[src/rtl/core/tss_pkg.sv]
package tss_pkg;

  // default table size
  localparam int DEF_TASK_SLOTS = 16;

  // fixed field widths
  localparam int SLOT_IDX_W = 4;
  localparam int PRIO_W     = 8;
  localparam int MODE_W     = 2;
  localparam int COUNT_W    = 5;
  localparam int CFG_IDX_W  = 2;
  localparam int CFG_DATA_W = 5;

  // configuration register indexes
  localparam logic [CFG_IDX_W-1:0] CFG_SCHED_MODE = 2'd0;
  localparam logic [CFG_IDX_W-1:0] CFG_TASK_COUNT = 2'd1;

  // register reset values
  localparam logic [MODE_W-1:0]  MODE_RESET  = 2'd0;
  localparam logic [COUNT_W-1:0] COUNT_RESET = 5'd16;

  // request commands
  localparam logic CMD_WRITE = 1'b0;
  localparam logic CMD_SCHED = 1'b1;

  // scheduling modes, the unused code acts as round robin
  typedef enum logic [MODE_W-1:0] {
    MODE_RR   = 2'd0,
    MODE_PRIO = 2'd1,
    MODE_PRR  = 2'd2
  } mode_e;

  // one task slot as stored in the table
  typedef struct packed {
    logic              ready;
    logic              idle;
    logic [PRIO_W-1:0] prio;
  } tss_entry_t;

  localparam int ENTRY_W = $bits(tss_entry_t);

endpackage

[src/rtl/core/tss_if.sv]
// request channel into the scheduler
interface tss_in_if import tss_pkg::*; ();
  logic                  valid;
  logic                  ready;
  logic                  command;
  logic [SLOT_IDX_W-1:0] slot_index;
  logic                  slot_ready;
  logic [PRIO_W-1:0]     slot_priority;
  logic                  slot_is_idle;

  modport source (
    output valid, command, slot_index, slot_ready, slot_priority, slot_is_idle,
    input  ready
  );
  modport sink (
    input  valid, command, slot_index, slot_ready, slot_priority, slot_is_idle,
    output ready
  );
endinterface

// result channel out of the scheduler
interface tss_out_if import tss_pkg::*; ();
  logic                  valid;
  logic                  ready;
  logic [SLOT_IDX_W-1:0] next_slot;

  modport source (
    output valid, next_slot,
    input  ready
  );
  modport sink (
    input  valid, next_slot,
    output ready
  );
endinterface

[src/rtl/core/task_scheduler_select.sv]
// Task scheduler over a table of TASK_SLOTS slots (ready flag, 8-bit priority,
// idle mark). A write request updates one slot and gives no result; writes to
// slots outside the table are dropped. A schedule request picks the next
// running slot in round robin, strict priority or priority round robin mode
// and returns it. The table sits in a RAM with one write port and a
// registered read port, scanned one slot per cycle, and one 8-bit comparator
// does all priority tests. The input is not ready while a decision runs.
// Per-slot valid flip-flops make the table read as zero after reset, so no
// clearing pass is needed.
module task_scheduler_select import tss_pkg::*; #(
  parameter int TASK_SLOTS = DEF_TASK_SLOTS
) (
  input  logic                  clk_i,
  input  logic                  rst_ni,
  input  logic                  cfg_we_i,
  input  logic [CFG_IDX_W-1:0]  cfg_idx_i,
  input  logic [CFG_DATA_W-1:0] cfg_data_i,
  tss_in_if.sink                in_i,
  tss_out_if.source             out_o
);

  localparam int SW = $clog2(TASK_SLOTS);
  localparam int NW = $clog2(TASK_SLOTS + 1);

  typedef enum logic [1:0] {
    ST_IDLE,
    ST_SCAN,
    ST_FINISH
  } state_e;

  typedef enum logic [2:0] {
    PASS_RR,
    PASS_P1,
    PASS_P2,
    PASS_R1,
    PASS_R2
  } pass_e;

  state_e                state_q, state_d;
  pass_e                 pass_q, pass_d;
  logic [MODE_W-1:0]     mode_q, mode_d;
  logic [COUNT_W-1:0]    count_q, count_d;
  logic [TASK_SLOTS-1:0] valid_q, valid_d;
  logic [SW-1:0]         iss_addr_q, iss_addr_d;
  logic [NW-1:0]         iss_left_q, iss_left_d;
  logic                  rd_vld_q, rd_vld_d;
  logic                  rd_last_q, rd_last_d;
  logic [SW-1:0]         rd_idx_q, rd_idx_d;
  logic                  vbit_q, vbit_d;
  logic [PRIO_W-1:0]     best_q, best_d;
  logic                  seen_q, seen_d;
  logic [SW-1:0]         cand_q, cand_d;
  logic [SW-1:0]         running_q, running_d;
  logic                  out_valid_q, out_valid_d;
  logic [SLOT_IDX_W-1:0] out_slot_q, out_slot_d;

  logic [NW-1:0]         n_used;
  logic [SW-1:0]         scan_start;
  logic [SW-1:0]         rr_start;
  logic [SW-1:0]         iss_next;
  logic                  in_acc;
  logic                  wr_ok;
  logic [SW-1:0]         waddr;
  tss_entry_t            wentry;
  tss_entry_t            rentry;
  logic [ENTRY_W-1:0]    rdata;
  logic                  ram_we;
  logic                  rdy;
  logic                  idl;
  logic                  prio_gt;
  logic                  prio_eq;
  logic                  go_finish;
  logic                  go_next;
  logic [SW-1:0]         fin_slot;
  logic [31:0]           cand_ext;

  // next slot index, wrapping at the slot count
  function automatic logic [SW-1:0] wrap_inc(logic [SW-1:0] a, logic [NW-1:0] n);
    logic [NW-1:0] nxt;
    nxt = NW'(a) + NW'(1);
    return (nxt >= n) ? '0 : SW'(nxt);
  endfunction

  // effective slot count
  always_comb begin
    if (count_q == '0) begin
      n_used = NW'(1);
    end else if (32'(count_q) > TASK_SLOTS) begin
      n_used = NW'(TASK_SLOTS);
    end else begin
      n_used = NW'(count_q);
    end
  end

  // scan start points
  assign scan_start = (NW'(running_q) >= n_used) ? '0 : running_q;
  assign rr_start   = wrap_inc(running_q, n_used);
  assign iss_next   = wrap_inc(iss_addr_q, n_used);

  // request side
  assign in_acc = in_i.valid && in_i.ready;
  assign wr_ok  = 32'(in_i.slot_index) < TASK_SLOTS;
  assign waddr  = SW'(in_i.slot_index);
  assign wentry = '{ready: in_i.slot_ready, idle: in_i.slot_is_idle,
                    prio: in_i.slot_priority};

  // task table
  tss_ram #(
    .WIDTH (ENTRY_W),
    .DEPTH (TASK_SLOTS)
  ) u_tss_ram (
    .clk_i   (clk_i),
    .we_i    (ram_we),
    .waddr_i (waddr),
    .wdata_i (wentry),
    .raddr_i (iss_addr_q),
    .rdata_o (rdata)
  );

  // slot under evaluation, never-written slots read as zero
  assign rentry  = rdata;
  assign rdy     = vbit_q && rentry.ready;
  assign idl     = vbit_q && rentry.idle;

  // shared priority comparator
  assign prio_gt = rentry.prio > best_q;
  assign prio_eq = rentry.prio == best_q;

  // sequencer
  always_comb begin
    state_d     = state_q;
    pass_d      = pass_q;
    mode_d      = mode_q;
    count_d     = count_q;
    valid_d     = valid_q;
    iss_addr_d  = iss_addr_q;
    iss_left_d  = iss_left_q;
    rd_vld_d    = 1'b0;
    rd_last_d   = 1'b0;
    rd_idx_d    = rd_idx_q;
    vbit_d      = vbit_q;
    best_d      = best_q;
    seen_d      = seen_q;
    cand_d      = cand_q;
    running_d   = running_q;
    out_valid_d = out_valid_q;
    out_slot_d  = out_slot_q;
    ram_we      = 1'b0;
    go_finish   = 1'b0;
    go_next     = 1'b0;
    fin_slot    = '0;
    cand_ext    = 32'(cand_q);

    // configuration writes
    if (cfg_we_i) begin
      case (cfg_idx_i)
        CFG_SCHED_MODE: mode_d  = cfg_data_i[MODE_W-1:0];
        CFG_TASK_COUNT: count_d = cfg_data_i[COUNT_W-1:0];
        default: ;
      endcase
    end

    // result taken
    if (out_valid_q && out_o.ready) begin
      out_valid_d = 1'b0;
    end

    case (state_q)
      ST_IDLE: begin
        if (in_acc) begin
          if (in_i.command == CMD_SCHED) begin
            state_d    = ST_SCAN;
            iss_left_d = n_used;
            seen_d     = 1'b0;
            case (mode_q)
              MODE_PRIO: begin
                pass_d     = PASS_P1;
                iss_addr_d = scan_start;
              end
              MODE_PRR: begin
                pass_d     = PASS_R1;
                iss_addr_d = '0;
              end
              default: begin
                pass_d     = PASS_RR;
                iss_addr_d = rr_start;
              end
            endcase
          end else if (wr_ok) begin
            ram_we         = 1'b1;
            valid_d[waddr] = 1'b1;
          end
        end
      end

      ST_SCAN: begin
        // evaluate the slot read last cycle
        if (rd_vld_q) begin
          case (pass_q)
            PASS_RR: begin
              if (rdy && !idl) begin
                go_finish = 1'b1;
                fin_slot  = rd_idx_q;
              end else if (rd_last_q) begin
                go_finish = 1'b1;
              end
            end
            PASS_P1: begin
              if (rdy) begin
                best_d = rentry.prio;
                cand_d = rd_idx_q;
                if (n_used == NW'(1)) begin
                  go_finish = 1'b1;
                  fin_slot  = rd_idx_q;
                end else begin
                  go_next = 1'b1;
                end
              end else if (rd_last_q) begin
                go_finish = 1'b1;
              end
            end
            PASS_P2: begin
              fin_slot = cand_q;
              if (rdy && prio_gt) begin
                best_d   = rentry.prio;
                cand_d   = rd_idx_q;
                fin_slot = rd_idx_q;
              end
              go_finish = rd_last_q;
            end
            PASS_R1: begin
              if (rdy && (!seen_q || prio_gt)) begin
                best_d = rentry.prio;
                seen_d = 1'b1;
              end
              if (rd_last_q) begin
                if (seen_d) begin
                  go_next = 1'b1;
                end else begin
                  go_finish = 1'b1;
                end
              end
            end
            PASS_R2: begin
              if (rdy && prio_eq) begin
                go_finish = 1'b1;
                fin_slot  = rd_idx_q;
              end else if (rd_last_q) begin
                go_finish = 1'b1;
              end
            end
            default: go_finish = 1'b1;
          endcase
        end

        if (go_finish) begin
          state_d = ST_FINISH;
          cand_d  = fin_slot;
        end else if (go_next) begin
          // second pass of a priority mode
          if (pass_q == PASS_P1) begin
            pass_d     = PASS_P2;
            iss_addr_d = SW'(1);
            iss_left_d = n_used - NW'(1);
          end else begin
            pass_d     = PASS_R2;
            iss_addr_d = scan_start;
            iss_left_d = n_used;
          end
        end else if (iss_left_q != '0) begin
          // read the next slot
          rd_vld_d   = 1'b1;
          rd_last_d  = (iss_left_q == NW'(1));
          rd_idx_d   = iss_addr_q;
          vbit_d     = valid_q[iss_addr_q];
          iss_addr_d = iss_next;
          iss_left_d = iss_left_q - NW'(1);
        end
      end

      ST_FINISH: begin
        // hand the pick to the output register once it is free
        if (!out_valid_q || out_o.ready) begin
          out_valid_d = 1'b1;
          out_slot_d  = cand_ext[SLOT_IDX_W-1:0];
          running_d   = cand_q;
          state_d     = ST_IDLE;
        end
      end

      default: state_d = ST_IDLE;
    endcase
  end

  always_ff @(posedge clk_i or negedge rst_ni) begin
    if (!rst_ni) begin
      state_q     <= ST_IDLE;
      pass_q      <= PASS_RR;
      mode_q      <= MODE_RESET;
      count_q     <= COUNT_RESET;
      valid_q     <= '0;
      iss_addr_q  <= '0;
      iss_left_q  <= '0;
      rd_vld_q    <= 1'b0;
      rd_last_q   <= 1'b0;
      rd_idx_q    <= '0;
      vbit_q      <= 1'b0;
      best_q      <= '0;
      seen_q      <= 1'b0;
      cand_q      <= '0;
      running_q   <= '0;
      out_valid_q <= 1'b0;
      out_slot_q  <= '0;
    end else begin
      state_q     <= state_d;
      pass_q      <= pass_d;
      mode_q      <= mode_d;
      count_q     <= count_d;
      valid_q     <= valid_d;
      iss_addr_q  <= iss_addr_d;
      iss_left_q  <= iss_left_d;
      rd_vld_q    <= rd_vld_d;
      rd_last_q   <= rd_last_d;
      rd_idx_q    <= rd_idx_d;
      vbit_q      <= vbit_d;
      best_q      <= best_d;
      seen_q      <= seen_d;
      cand_q      <= cand_d;
      running_q   <= running_d;
      out_valid_q <= out_valid_d;
      out_slot_q  <= out_slot_d;
    end
  end

  // handshake outputs
  assign in_i.ready      = (state_q == ST_IDLE);
  assign out_o.valid     = out_valid_q;
  assign out_o.next_slot = out_slot_q;

endmodule

[src/rtl/core/tss_ram.sv]
module tss_ram #(
  parameter int WIDTH = 8,
  parameter int DEPTH = 16,
  localparam int AW   = $clog2(DEPTH)
) (
  input  logic             clk_i,
  input  logic             we_i,
  input  logic [AW-1:0]    waddr_i,
  input  logic [WIDTH-1:0] wdata_i,
  input  logic [AW-1:0]    raddr_i,
  output logic [WIDTH-1:0] rdata_o
);

  logic [WIDTH-1:0] mem_q [DEPTH];

  // one write port, registered read port
  always_ff @(posedge clk_i) begin
    if (we_i) begin
      mem_q[waddr_i] <= wdata_i;
    end
    rdata_o <= mem_q[raddr_i];
  end

endmodule

[src/flat_wrapper.sv]
// flat-port wrapper written by rule: the top's interface ports become plain ports
module task_scheduler_select_flat import tss_pkg::*;
#(
  parameter int TASK_SLOTS = DEF_TASK_SLOTS
)
  (clk_i, rst_ni, cfg_we_i, cfg_idx_i, cfg_data_i, in_i_valid, in_i_command, in_i_slot_index, in_i_slot_ready, in_i_slot_priority, in_i_slot_is_idle, in_i_ready, out_o_valid, out_o_next_slot, out_o_ready);
  tss_in_if in_i_i ();
  tss_out_if out_o_i ();
  input  logic clk_i;
  input  logic rst_ni;
  input  logic cfg_we_i;
  input  logic [CFG_IDX_W-1:0] cfg_idx_i;
  input  logic [CFG_DATA_W-1:0] cfg_data_i;
  input wire logic [$bits(in_i_i.valid)-1:0] in_i_valid;
  input wire logic [$bits(in_i_i.command)-1:0] in_i_command;
  input wire logic [$bits(in_i_i.slot_index)-1:0] in_i_slot_index;
  input wire logic [$bits(in_i_i.slot_ready)-1:0] in_i_slot_ready;
  input wire logic [$bits(in_i_i.slot_priority)-1:0] in_i_slot_priority;
  input wire logic [$bits(in_i_i.slot_is_idle)-1:0] in_i_slot_is_idle;
  output wire logic [$bits(in_i_i.ready)-1:0] in_i_ready;
  output wire logic [$bits(out_o_i.valid)-1:0] out_o_valid;
  output wire logic [$bits(out_o_i.next_slot)-1:0] out_o_next_slot;
  input wire logic [$bits(out_o_i.ready)-1:0] out_o_ready;
  assign in_i_i.valid = in_i_valid;
  assign in_i_i.command = in_i_command;
  assign in_i_i.slot_index = in_i_slot_index;
  assign in_i_i.slot_ready = in_i_slot_ready;
  assign in_i_i.slot_priority = in_i_slot_priority;
  assign in_i_i.slot_is_idle = in_i_slot_is_idle;
  assign in_i_ready = in_i_i.ready;
  assign out_o_valid = out_o_i.valid;
  assign out_o_next_slot = out_o_i.next_slot;
  assign out_o_i.ready = out_o_ready;
  task_scheduler_select #(.TASK_SLOTS(TASK_SLOTS)) u_core (.clk_i(clk_i), .rst_ni(rst_ni), .cfg_we_i(cfg_we_i), .cfg_idx_i(cfg_idx_i), .cfg_data_i(cfg_data_i), .in_i(in_i_i), .out_o(out_o_i));
endmodule
[config.mk]
export PLATFORM = sky130hd
export DESIGN_NAME = task_scheduler_select_flat
export DESIGN_NICKNAME = d
export VERILOG_FILES = /design/src/rtl/core/tss_pkg.sv /design/src/rtl/core/tss_if.sv /design/src/rtl/core/task_scheduler_select.sv /design/src/rtl/core/tss_ram.sv /design/src/flat_wrapper.sv
export SDC_FILE = /design/constraint.sdc
export NUM_CORES = 1
export LEC_CHECK = 0
export BUFFER_PORTS_ARGS = -buffer_cell sky130_fd_sc_hd__buf_4
export CAP_MARGIN = 20
export CORE_MARGIN = 5
export CORE_UTILIZATION = 62
export CTS_CLUSTER_SIZE = 12
export DETAILED_ROUTE_END_ITERATION = 8
export GPL_TIMING_DRIVEN = 0
export PLACE_DENSITY = 0.8
export SKIP_CTS_REPAIR_TIMING = 1
export SLEW_MARGIN = 40
export SYNTH_ARGS = -nofsm -noshare
export SYNTH_HDL_FRONTEND = slang
export SYNTH_SLANG_ARGS = --single-unit
[constraint.sdc]
create_clock -name clk_i -period 3.6 [get_ports clk_i]
set_input_delay 0.18 -clock clk_i [delete_from_list [all_inputs] [get_ports clk_i]]
set_output_delay 0.18 -clock clk_i [all_outputs]
set_load 0.005 [all_outputs]
Yosys cells after proc, flatten, opt, wreduce, memory -nomap -nowiden
Memories as Yosys holds them, arrays and structs flattened. A register that Yosys moved wholly into a read port is not among the register bits.
Cells that the tools add are included.

storage, ports and cells
  flip-flop bits (word level) = 62
  memory bits (writable) = 160
  bits of input ports = 27
  memories = 1

memory list
  memory                  words  width  rd ports  clocked after memory_dff  write ports  line           RTL
  u_core.u_tss_ram.mem_q  16     10     1         1                         1            tss_ram.sv:14  logic [WIDTH-1:0] mem_q [DEPTH];

cells by class
  $add $sub $neg = 4
  order comparisons = 8
  eq/ne operators = 25
  muxes and demuxes = 93
  bitwise operators = 4
  reduce and logical (&&, ||, !) cells = 34

operators with widths
  cell                                                         count
  2-to-1 mux 4 bit                                             18
  2-to-1 mux 1 bit                                             41
  2-to-1 mux 5 bit                                             8
  2-to-1 mux 8 bit                                             3
  case mux 4 bit (2 select lines)                              3
  case mux 8 bit (3 select lines)                              1
  bitwise OR 16 bit                                            1
  case mux 4 bit (4 select lines)                              1
  2-to-1 mux 3 bit                                             5
  AND reduction 5 bit                                          3
  != test 2 x 1 -> 1 bit (second input constant)               7
  AND reduction 4 bit                                          3
  adder 4 x 1 -> 5 bit (second input constant)                 2
  == test 5 x 1 -> 1 bit (second input constant)               2
  >= comparator 5 bit                                          2
  less-than comparator 4 x 5 -> 1 bit (second input constant)  2
  case mux 5 bit (2 select lines)                              1
  subtractor 5 x 1 -> 5 bit (second input constant)            2
  logical AND 1 bit                                            9
  == test 8 bit                                                1
  greater-than comparator 8 bit                                1
  2-to-1 mux 2 bit                                             4
  != test 2 bit (second input constant)                        4
  == test 2 x 1 -> 1 bit (second input constant)               3
  other kinds (27)                                             41

Logic depth before layout (Yosys ltp)
  word-level depth = 15
  depth in mapped cells = 12

Hierarchy
From an unflattened synthesis, not the netlist that was laid out.

second synthesis, totals
  cells, all modules = 652
  area, all modules = 10118.5 µm²

modules (own cells, without submodules)
  module                 instances  cells each  area an instance (µm²)
  tss_ram                1          279         6353.6
  task_scheduler_select  1          373         3764.9

Worst setup path before layout
Ideal clock, no wire load.

  path type = reg-to-reg
  start = register u_core.iss_addr_q[2]
  end = register u_core.iss_addr_q[1]
  setup time = 0.125 ns
  data arrival time = 2.647 ns
  data required time = 3.475 ns
  slack = 0.828 ns
  cell stages (with the launch flop) = 11
  path through = dfrtp_1 clkbuf_1 buf_1 xor2_1 ha_1 a21o_1 a31oi_1 o21ai_0 nor3_1 a221o_1 mux2_4

between the ends
  longest elaborated chain between the ends = 7

ends and longest elaborated chain
  element                          line                          RTL
  from (decl)                      task_scheduler_select.sv:44   logic [SW-1:0] iss_addr_q, iss_addr_d;
  from (signal assigned)           task_scheduler_select.sv:320  iss_addr_q <= iss_addr_d;
  adder 4 x 1 -> 5 bit             task_scheduler_select.sv:80   nxt = NW'(a) + NW'(1);
  >= comparator 5 bit              task_scheduler_select.sv:81   return (nxt >= n) ? '0 : SW'(nxt);
  2-to-1 mux 4 bit                 task_scheduler_select.sv:81
  2-to-1 mux 4 bit                 task_scheduler_select.sv:270  end else if (iss_left_q != '0) begin
  2-to-1 mux 4 bit                 task_scheduler_select.sv:259  end else if (go_next) begin
  2-to-1 mux 4 bit                 task_scheduler_select.sv:256  if (go_finish) begin
  case mux 4 bit (2 select lines)  task_scheduler_select.sv:168  case (state_q)

Every way passes these cells. The select of a mux whose other input is x is not followed.
A chain may end at the register's enable or synchronous reset.

Worst setup path in the final report
  start = register u_core.iss_addr_q[0]
  end = register u_core.iss_addr_q[1]

between the ends
  longest elaborated chain between the ends = 7

ends and longest elaborated chain
  element                            line
  adder 4 x 1 -> 5 bit *             task_scheduler_select.sv:80
  >= comparator 5 bit                task_scheduler_select.sv:81
  2-to-1 mux 4 bit *                 task_scheduler_select.sv:81
  2-to-1 mux 4 bit *                 task_scheduler_select.sv:270
  2-to-1 mux 4 bit *                 task_scheduler_select.sv:259
  2-to-1 mux 4 bit *                 task_scheduler_select.sv:256
  case mux 4 bit (2 select lines) *  task_scheduler_select.sv:168

Mark *: on every way between the ends. The rest lies on a longest branch, timed or not. The select of a mux whose other input is x is not followed.

==> impl_results.md <==
* Max VDD drop at 0.533 mV
* Worst slew margin at 46.6%
* Post-synth EDFFs at 160
* Fin. max-slew vios at 0
* WHS at -0.0140 ns
* Vias at 6,143
* Global routing usage on met3 at 5.24%
* Die H at 139 um
* Gpl congestion at 0.883
* Core Area at 16,500 um2
* Syn nets at 708
* Sink Count at 232
* DRT Wirelength at 23.5 mm
* Max Cap Viol at 0
* Vias in the first global route at 6,372
* GRT Max-Usage Layer: met2
* CTS max path bufs at 3
* Setup crit end kind: register
* Arr. time, crit path at 3.65 ns
* Status: complete, but fails checks
* Gr usage total at 24.4%
* Antenna violations before repair at 0
* Post-DR wirelength/cell at 24.4 um
* Final instance area at 11,800 um2
* Final Hold Viols at 1
* Ports at 33
* H-tree levels at 1
* Tightest Pin Transition at 0.800 ns
* Iteration-0 DRC Markers at 603
* Async set-reset flop share out of synthesis at 26.7%
* Area Overhead vs Synth at 14.9%
* Worst-skew pair later-pin latency at 0.53 ns
* Post-synthesis sequential area ratio at 63.7%
* GR Util met2 at 40.4%
* Setup TNS at 0 ns
* Num rows at 47
* RSZ-0062 raised after global routing: false
* Final setup skew at 0.0110 ns
* Starting density of the core at 62.6%
* Worst hold path type: in2reg
* Setup violators final at 0
* Yosys synthesis warning count at 0
* Leakage at 4.36 nW
* First-pass GRT wire length at 36.7 mm
* GR Overflow Total at 0
* Antenna diodes at 0
* Pwr dens at 742 nW/um2
* CTS tree: yes
* Syn Area/Cell at 15.9 um2
* Failing checks: hold timing
* Final #Nets at 787
* Layout cells sized above 1 at 27.9%
* Pin count of the biggest net entering global routing at 63
* Startpoint Class: register
* Final period util at 89.8%
* Gate Count Post-Synth at 649
* Placed Area at 10,900 um2
* Die X at 139 um
* Clk root buf: clkbuf_16
* Crit-path max FO at 10
* Synth Register Bits at 232
* Drc violations at 0
* Tmin final at 3.23 ns
* IO buf count at 32
* Num CTS Buffers at 25
* Fmax at 309 MHz
* CTS clk-pin slew, worst paths at 0.06 ns
* Antenna Violating Nets Remaining at 0
* CP Class: reg2reg
* R2r worst-path depth at 11
* Netlist cell types at 71
* Crit path required time at 4.01 ns
* DRT Pass-1 Iters at 5
* Via density at 6.38
* Hold Path Depth at 3
* GR Layer Usage met1 at 32.9%
* Synth Cell Area at 10,300 um2
* Die area at 19,300 um2
* DP HPWL at 15.1 mm
* Prevailing post-synth register cell: edfxtp_1
flip-flops by register name, indices dropped and copies added, names as in the netlist, 3 cells and up:
name,flops
u_core.best_q,8
u_core.pass_q,3
u_core.u_tss_ram.mem_q,160
u_core.count_q,5
u_core.running_q,4
u_core.rd_idx_q,4
u_core.iss_addr_q,4
u_core.iss_left_q,5
u_core.valid_q,16
u_core.u_tss_ram.rdata_o,10
u_core.cand_q,4
critical path, cell delays in order (launching register included):
cell and delay (ns):
dfrtp_1 0.51, buf_2 0.39, buf_2 0.39, nand3_1 0.14, xor2_1 0.25, inv_1 0.08
ha_1 0.27, nand2_1 0.05, o21ai_1 0.31, nor3_1 0.10, a221o_1 0.35, mux2_4 0.28
layout by cell type (no fill, tap or decap), drive strengths merged, types with 3 or more instances in the layout:
master       count
clkinv           8
dfrtp           61
mux2            27
a21o             5
a221o            5
a311oi           4
o21ai           22
clkbuf          44
a21oi           15
nand2b          14
or2             17
edfxtp         160
and2             3
xor2             3
a211oi           4
a31oi            5
o31ai            5
inv             25
nor2b            4
mux4            55
buf             49
nand4            7
dlygate4sd3     16
and3             5
o311ai           5
nand2           33
nand3           10
nor3            18
ha              32
nor2            29
nor4             5
nor3b            4
dfxtp           10
stage by stage:
step	hold slack, ns	instances	total power, mW	setup slack [ns]	utilization, %
6_report	-0.0140	963	8.79	0.366	71.9
5_1_grt	0.0109	963	9.26	0.0476	71.9
4_1_cts	-0.239	947	8.80	0.0512	70.9
3_5_place_dp	0.315	905	6.34	0.118	66.2
3_3_place_gp	0.294	901	6.21	0.190	65.7
2_1_floorplan	-0.116	649	5.55	0.828	-
power breakdown:
part	switching (mW)	internal, mW
clock network	0.989	1.44
logic	1.47	1.37
registers	0.311	3.20
total	2.77	6.01
routing by layer:
metal	up-vias	share of wire, %
met5	-	0
met4	0	3.3
met3	59	6.8
met2	283	51
met1	3094	39
li1	2707	-
synthesized netlist by cell type, types with 5 or more instances:
cell      instances  area (um2)
edfxtp_1        160        4800
dfrtp_1          61        1530
mux4_2           55        1240
nand2_1          33         124
ha_1             32         400
nor2_1           29         109
mux2_2           24         270
inv_1            23        86.3
o21ai_0          19        95.1
nor3_1           18        90.1
or2_2            16         100
a21oi_1          15        75.1
nand2b_1         14        87.6
clkbuf_1         11        41.3
dfxtp_1          10         200
nand3_1          10        50.1
buf_2             9        45.0
nand4_1           6        37.5
a21o_1            5        37.5
a221o_1           5        50.1
a31oi_1           5        31.3
and3_1            5        31.3
nor4_1            5        31.3
o31ai_1           5        37.5
cell type report:
type / instances / area (um2)
clock inverters: 10 / 110
clock buffers: 32 / 662
inverters: 25 / 96.3
multi-input cells: 367 / 3570
flip-flops and latches: 232 / 6560
well taps: 220 / 275
plain buffers: 25 / 129
fillers: 1016 / 4630
repair buffers: 52 / 434
worst paths after layout:
kind,startpoint,endpoint,slack (ns)
max,u_core.iss_addr_q[0],u_core.iss_addr_q[1],0.37
min,out_o_ready,u_core.out_o.valid,-0.01
max reg2reg,u_core.iss_addr_q[0],u_core.iss_addr_q[1],0.37
min reg2reg,u_core.valid_q[5],u_core.valid_q[5],0.46
max in group asynchronous,rst_ni,u_core.best_q[7],2.99
min in group asynchronous,rst_ni,u_core.count_q[3],0.21
kinds of logic (layout without fill, tap and decap cells):
| logic type | count (synthesis) | in the layout | synth area share [%] |
|---|---|---|---|
| AND/OR/NAND/NOR | 160 | 160 | 8.46 |
| flip-flops | 232 | 232 | 63.7 |
| adder cells (fa/ha/maj) | 33 | 33 | 3.98 |
| XOR/XNOR | 5 | 5 | 0.425 |
| AO/OA/AOI/OAI | 87 | 87 | 6.22 |
| buffers and inverters | 50 | 144 | 2.17 |
| multiplexers | 82 | 82 | 15.1 |
Power figures use the tool's default switching activity.
